File: src/hw/rtl/dmcht_pkg.sv
// ----------------------------------------------------------------------------
// dmcht_pkg
// Shared types and constants of the direct-mapped cache hit tracker.
// ----------------------------------------------------------------------------
package dmcht_pkg;

  // Default geometry
  localparam int NUM_LINES_DEF  = 256;

  // Field widths
  localparam int ADDR_W  = 32;   // input address field
  localparam int IDX_W   = 8;    // line index field
  localparam int CNT_W   = 32;   // access / hit / miss counters
  localparam int AMAT_W  = 9;    // average access time result
  localparam int OB_W    = 5;    // offset_bits register
  localparam int IB_W    = 4;    // index_bits register
  localparam int HC_W    = 8;    // hit_cycles register
  localparam int TDATA_W = 152;  // result beat, padded to whole bytes

  // Saturation limits of the split widths
  localparam logic [OB_W-1:0] OB_MAX = 5'd16;
  localparam logic [IB_W-1:0] IB_MAX = 4'd8;

  // Miss penalty and ratio divider sizing; quotient stays below 128
  localparam int MEM_PENALTY = 120;
  localparam int QUOT_W      = 7;
  localparam int DIVD_W      = CNT_W + QUOT_W;
  localparam int STEP_W      = 3;

  localparam logic [CNT_W-1:0] CNT_MAX = '1;

  // Configuration register indexes
  typedef enum logic [1:0] {
    REG_OFFSET_BITS = 2'd0,
    REG_INDEX_BITS  = 2'd1,
    REG_HIT_CYCLES  = 2'd2
  } reg_idx_e;

  // Sequencer states
  typedef enum logic [2:0] {
    ST_IDLE,
    ST_LOOKUP,
    ST_COMPARE,
    ST_DIV_START,
    ST_DIV_WAIT
  } state_e;

  // Divider status toward the sequencer
  typedef struct packed {
    logic              done;
    logic [QUOT_W-1:0] quot;
  } div_res_t;

endpackage

File: src/hw/rtl/dmcht_div.sv
// ----------------------------------------------------------------------------
// dmcht_div
// Restoring divider, one quotient bit per cycle, for quotients below 2^QUOT_W.
// ----------------------------------------------------------------------------
module dmcht_div (
  input  logic                           clk_i,
  input  logic                           rst_ni,
  input  logic                           start_i,
  input  logic [dmcht_pkg::DIVD_W-1:0]   dividend_i,
  input  logic [dmcht_pkg::CNT_W-1:0]    divisor_i,
  output dmcht_pkg::div_res_t            res_o
);

  logic [dmcht_pkg::DIVD_W-1:0] rem_q, rem_d;
  logic [dmcht_pkg::DIVD_W-1:0] den_q, den_d;
  logic [dmcht_pkg::QUOT_W-1:0] quot_q, quot_d;
  logic [dmcht_pkg::STEP_W-1:0] step_q, step_d;
  logic                         busy_q, busy_d;
  logic                         done_q, done_d;
  logic                         ge;

  // One compare and subtract per cycle
  assign ge = (rem_q >= den_q);

  always_comb begin
    rem_d  = rem_q;
    den_d  = den_q;
    quot_d = quot_q;
    step_d = step_q;
    busy_d = busy_q;
    done_d = done_q;
    if (start_i) begin
      rem_d  = dividend_i;
      den_d  = dmcht_pkg::DIVD_W'(divisor_i) << (dmcht_pkg::QUOT_W - 1);
      quot_d = '0;
      step_d = dmcht_pkg::STEP_W'(dmcht_pkg::QUOT_W - 1);
      busy_d = 1'b1;
      done_d = 1'b0;
    end else if (busy_q) begin
      if (ge) begin
        rem_d = rem_q - den_q;
      end
      quot_d = {quot_q[dmcht_pkg::QUOT_W-2:0], ge};
      den_d  = den_q >> 1;
      step_d = step_q - 1'b1;
      if (step_q == '0) begin
        busy_d = 1'b0;
        done_d = 1'b1;
      end
    end
  end

  // Control flops
  always_ff @(posedge clk_i or negedge rst_ni) begin
    if (!rst_ni) begin
      busy_q <= 1'b0;
      done_q <= 1'b0;
      step_q <= '0;
    end else begin
      busy_q <= busy_d;
      done_q <= done_d;
      step_q <= step_d;
    end
  end

  // Datapath flops
  always_ff @(posedge clk_i) begin
    rem_q  <= rem_d;
    den_q  <= den_d;
    quot_q <= quot_d;
  end

  assign res_o.done = done_q;
  assign res_o.quot = quot_q;

endmodule

File: config.mk
export PLATFORM = sky130hd
export DESIGN_NAME = dmcht_div
export DESIGN_NICKNAME = d
export VERILOG_FILES = /design/src/hw/rtl/dmcht_pkg.sv /design/src/hw/rtl/dmcht_div.sv
export SDC_FILE = /design/constraint.sdc
export NUM_CORES = 1
export LEC_CHECK = 0
export ABC_AREA = 0
export BUFFER_PORTS_ARGS = -buffer_cell sky130_fd_sc_hd__buf_2
export CAP_MARGIN = 10
export CELL_PAD_IN_SITES_DETAIL_PLACEMENT = 0
export CELL_PAD_IN_SITES_GLOBAL_PLACEMENT = 1
export CORE_MARGIN = 2
export CORE_UTILIZATION = 48
export CTS_CLUSTER_DIAMETER = 100
export DETAILED_ROUTE_END_ITERATION = 8
export GPL_TIMING_DRIVEN = 0
export MAX_ROUTING_LAYER = met4
export PLACE_DENSITY = 0.87
export SYNTH_ARGS = -nofsm -noshare
export SYNTH_HDL_FRONTEND = slang
export SYNTH_SLANG_ARGS = --single-unit
File: constraint.sdc
create_clock -name clk_i -period 7.8 [get_ports clk_i]
set_input_delay 0.39 -clock clk_i [delete_from_list [all_inputs] [get_ports clk_i]]
set_output_delay 0.39 -clock clk_i [all_outputs]
set_load 0.1 [all_outputs]
After elaboration in Yosys (flattened, before gate mapping)

Cells that the tools add are included.

Bits in registers: 89
Output and inout bits: 8

Reduce and logical (&&, ||, !) cells: 6
$add $sub $neg: 2
Multiplexer cells: 13
Order comparisons: 1

Operators by type and width:

| operator            | count |
|---|---|
| $mux 39             | 3 |
| $mux 38             | 2 |
| $ge 39x38->1        | 1 |
| $sub 39x38->39      | 1 |
| $mux 1              | 6 |
| $mux 3              | 2 |
| $reduce_bool 2->1   | 3 |
| $reduce_and 2->1    | 2 |
| $logic_not 3->1     | 1 |
| $sub 3x1->3 const B | 1 |

Depth between registers and ports, before layout

Word-level depth: 4
Depth in mapped cells: 13
Gate-level depth less buffers: 13

Least setup slack after synthesis

OpenSTA, ideal clock, no wires.

Path type: register to register
Start: register rem_q[1] in the netlist's numbering
End: register rem_q[0] in the netlist's numbering (enable)
Clock period less this slack: 4.593 ns
Data required time: 7.341 ns
Stages on the path, launching flop included: 10
Path buffers: 0
Arrival: 4.134 ns
Path slack: 3.207 ns
Path through: edfxtp_1 > ha_1 > a21oi_1 > o21ai_2 > a31oi_2 > a21oi_4 > o211ai_2 > a211oi_1 > o211ai_1 > a31oi_1

Longest elaborated chain between the ends: 3

Ends and longest elaborated chain:

| what                        | line            | text |
|---|---|---|
| start: declaration          | dmcht_div.sv:14 | `logic [dmcht_pkg::DIVD_W-1:0] rem_q, rem_d;` |
| start signal: assignment    | dmcht_div.sv:68 | `rem_q <= rem_d;` |
| $ge 39x38->1                | dmcht_div.sv:23 | `assign ge = (rem_q >= den_q);` |
| $reduce_bool 2->1 (no line) | n/a             |  |
| $reduce_and 2->1 (no line)  | n/a             |  |

No other way between the ends.
A chain may end at the register's enable or synchronous reset.

Final worst setup path

Start: register den_q[9] in the netlist's numbering
End: register rem_q[24] in the netlist's numbering (enable)

Longest elaborated chain between the ends: 3

Ends and longest elaborated chain:

| what                        | line            | text |
|---|---|---|
| start: declaration          | dmcht_div.sv:15 | `logic [dmcht_pkg::DIVD_W-1:0] den_q, den_d;` |
| start signal: assignment    | dmcht_div.sv:69 | `den_q <= den_d;` |
| $ge 39x38->1                | dmcht_div.sv:23 |  |
| $reduce_bool 2->1 (no line) | n/a             |  |
| $reduce_and 2->1 (no line)  | n/a             |  |

No other way between the ends.

==> results by group <==
Outcome
  • Outcome: complete, no violations

Logic synthesis
  • Synth Area in Adders: around 9%
  • Synth Net Count: 748
  • Number of synthesized flops with an enable pin: 71
  • Top post-synthesis cells by area: edfxtp_1 36%, ha_1 8.5%, nand2_1 5.3%, dfxtp_1 4.4%, a21oi_1 3.8%
  • Main combinational cell family by area after synthesis: compound AO/OA/AOI/OAI gates
  • Post-synth top area share: 36.0%
  • Avg Cell Area, Syn: between 9 and 10 sq um
  • Post-Synth Simple-Gate Area: 12.7%
  • Count leader, synth: nand2_1
  • Post-synthesis compound-gate area fraction: around 23%
  • Synth area leader: edfxtp_1
  • Mapped cell area: 5920 sq um
  • Yosys warnings: 0
  • Yosys reg bits: 89
  • Synthesized instance count: 633
  • Post-synthesis cell type count: 63
  • Top cells by count, synth: 83 x nand2_1, 71 x edfxtp_1, 52 x inv_1
  • Xor/xnor cell area share of the yosys netlist: under 10%
  • Mux share of post-synthesis cell area: under 10%
  • Sequential element share of the synthesized area: 42.5%
  • Most common flop cell mapped by yosys: edfxtp_1
  • Post-synth ARST share: 5.62%

Clock tree
  • Clock insertion delay at the later pin of the skew report: 0.36 ns
  • CTS tree: built
  • Sink Count: 89
  • Clock Path Buffers: 2
  • PostCTS Resize Cnt: 0
  • Clock root cell: clkbuf_16
  • H-tree Lvls: 3
  • CTS buffer count: 9
  • Clk slew on worst S/H paths: 0.06 ns

Floorplanning
  • Die area: 13200 sq um
  • CORE AREA: ~12000 sq um
  • Die Y: between 100 and 150 um
  • Ports: 82
  • Initial Utilization: 49.3%
  • Chip Width: 115 um
  • Cell row count: 40

Hold path
  • Hold path endpoint: den_q[36]
  • Hold Crit Start: divisor_i[30]
  • Worst hold path cell count: 3
  • Worst hold path type: input pin to flip-flop

Pwr
  • Worst vdd ir: 0.000142 V
  • Int Power: ~1.5 mW
  • Net Sw Frac: 42.2%
  • Logic pwr share: 54.8%
  • Clock share of power: 16.8%
  • Net Switching: 1.12 mW
  • Pwr/cell area: 386 nW/um^2
  • Sequential share of power: 28.4%
  • Static Leak: 3.08 nW

Detailed routing
  • Wl on met1: 6.80 mm
  • Routed WL per cell: 17.5 um
  • Final ANT Viol Nets: 0
  • Top layer used by detailed routing: met4
  • Drt via density: 5.79
  • First DRT Iteration DRCs: 375
  • Vias post-DR: around 5100
  • Pre-antenna DRT Iters: 6
  • Met2 routed WL: roughly 7.5 mm
  • Residual DRC count: 0
  • Metal3 WL: 656 um
  • Post-Route WL: roughly 15 mm

STA
  • Max Slew Vio Count: 0
  • Fin. Hold Viols: 0
  • RSZ-0062 raised after global routing: no
  • Setup TNS: 0 ns
  • Final setup skew: slightly above 0.009 ns
  • Worst-Margin Slew: 0.896 ns
  • Rel. slew slack: 40.2%
  • Min cycle time layout: 3.80 ns
  • Period utilization: 48.8%
  • Max Clk Rate: 0.263 GHz
  • Setup-failing EPs final: 0

Layout
  • Final instance area: 6890 sq um
  • Fin nets: 843
  • Area grow syn2layout: 16.4%
  • Inserted Diodes: 0
  • Layout cells sized above 1: 16.1%

Setup path
  • R2R cell count: 12
  • Crit path max fanout: 21
  • R2r setup slk: 4.00 ns
  • Reg-to-Reg Start: den_q[9]
  • Crit end category: flip-flop
  • Worst setup SP type: flip-flop
  • Type of the worst setup path: flip-flop to flip-flop
  • Crit path DAT: 3.86 ns
  • Worst r2r dst: rem_q[24]
  • CP Data Required Time: around 7.9 ns

Placement
  • Port bufs: 81
  • Placed cell areas: about 6600 sq um
  • Gpl congestion: 0.879
  • Hpwl dp: 11.5 mm

Global route
  • Initial antenna violation count: 0
  • Overall routing resource usage: around a quarter
  • First-pass GRT wire length: between 20 and 25 mm
  • Vias in the first global route: 5081
  • Total gr overflow: 0
  • Pin count of the biggest net entering global routing: 22

Run
  • Max-capacitance violation count: 0
cell families (layout without fill, tap and decap cells):
family | count (synthesis) | count (layout)
XOR/XNOR | 33 | 33
adder cells (fa/ha/maj) | 41 | 41
AO/OA/AOI/OAI | 199 | 199
flip-flops | 89 | 89
AND/OR/NAND/NOR | 167 | 167
multiplexers | 15 | 15
buffers and inverters | 89 | 189
flip-flops by register name, summed over array words and instances (netlist names):
name and cells:
busy_q 1, done_q 1, step_q 3, quot_q 7
den_q 38, rem_q 39
through the flow:
step	instances	power, mW	utilization [%]	worst slack (ns)	hold WS (ns)
global route	880	2.85	57.4	3.72	0.305
floorplan	633	1.87	-	3.21	0.0944
detailed placement	863	2.19	54.8	3.98	0.214
global placement	861	2.15	54.2	1.54	0.209
finish	880	2.66	57.4	4.00	0.304
CTS	880	2.65	57.4	3.96	0.298
final cells by class:
| cell class | count | area (sq um) |
|---|---|---|
| Buffer | 36 | 148 |
| Clock buffer | 13 | 282 |
| Clock inverter | 3 | 20.0 |
| Fill cell | 1102 | 5120 |
| Inverter | 53 | 199 |
| Multi-Input combinational cell | 455 | 3070 |
| Sequential cell | 89 | 2520 |
| Tap cell | 147 | 184 |
| Timing Repair Buffer | 84 | 470 |
metal layers:
layer | GRT usage [%] | up-vias
met3 | 4.11 | 33
met5 | - | -
met2 | 41.1 | 136
li1 | - | 2475
met4 | 9.88 | 0
met1 | 30.4 | 2448
critical path, stage by stage, from the launching register on:
cell and delay [ns]:
edfxtp_1 0.36, inv_1 0.05, ha_1 0.34, nand2_1 0.12
nor2_1 0.26, and2_1 0.19, a31oi_2 0.06, a21oi_4 0.26
o211ai_2 0.13, a211oi_1 0.44, o211ai_1 0.24, a31oi_4 0.79
buf_16 0.25
power by group through the flow:
stage / registers, mW / logic [mW] / clock network (mW)
global placement: 0.766 / 1.39 / 0
CTS: 0.757 / 1.44 / 0.452
finish: 0.756 / 1.45 / 0.446
global route: 0.770 / 1.61 / 0.464
floorplan: 0.784 / 1.08 / 0
detailed placement: 0.766 / 1.42 / 0
timing repair:
| action | CTS | global route |
|---|---|---|
| endpoints found under the hold margin | 5 | 0 |
| hold buffers | 1 | 0 |
| setup buffers | 0 | 0 |
cells in the final DEF (no fill, tap or decap), types with 5 or more instances in the layout:
cell and instances:
buf_2 85, nand2_1 83, edfxtp_1 71, inv_1 52, a21oi_1 45, ha_1 40
o21ai_1 34, nor2_1 33, clkbuf_1 27, a21o_1 27, xnor2_1 23, o31ai_1 19
o21ai_0 19, a22o_1 15, mux2i_1 13, dfxtp_1 13, nand4_1 11, xor2_1 10
clkbuf_16 10, nand3_1 9, nand2b_1 8, nor3_1 5, dfrtp_1 5
worst max path at each step:
stage	slack [ns]	endpoint	cells past startpoint	start
2_1_floorplan	3.21	rem_q[0]	9	rem_q[1]
3_3_place_gp	1.54	rem_q[23]	10	den_q[2]
3_5_place_dp	3.98	rem_q[24]	12	den_q[9]
4_1_cts	3.96	rem_q[22]	12	den_q[9]
5_1_grt	3.72	rem_q[24]	11	den_q[3]
6_report	4.00	rem_q[24]	12	den_q[9]
No activity file was read; power rests on OpenSTA's default activity.
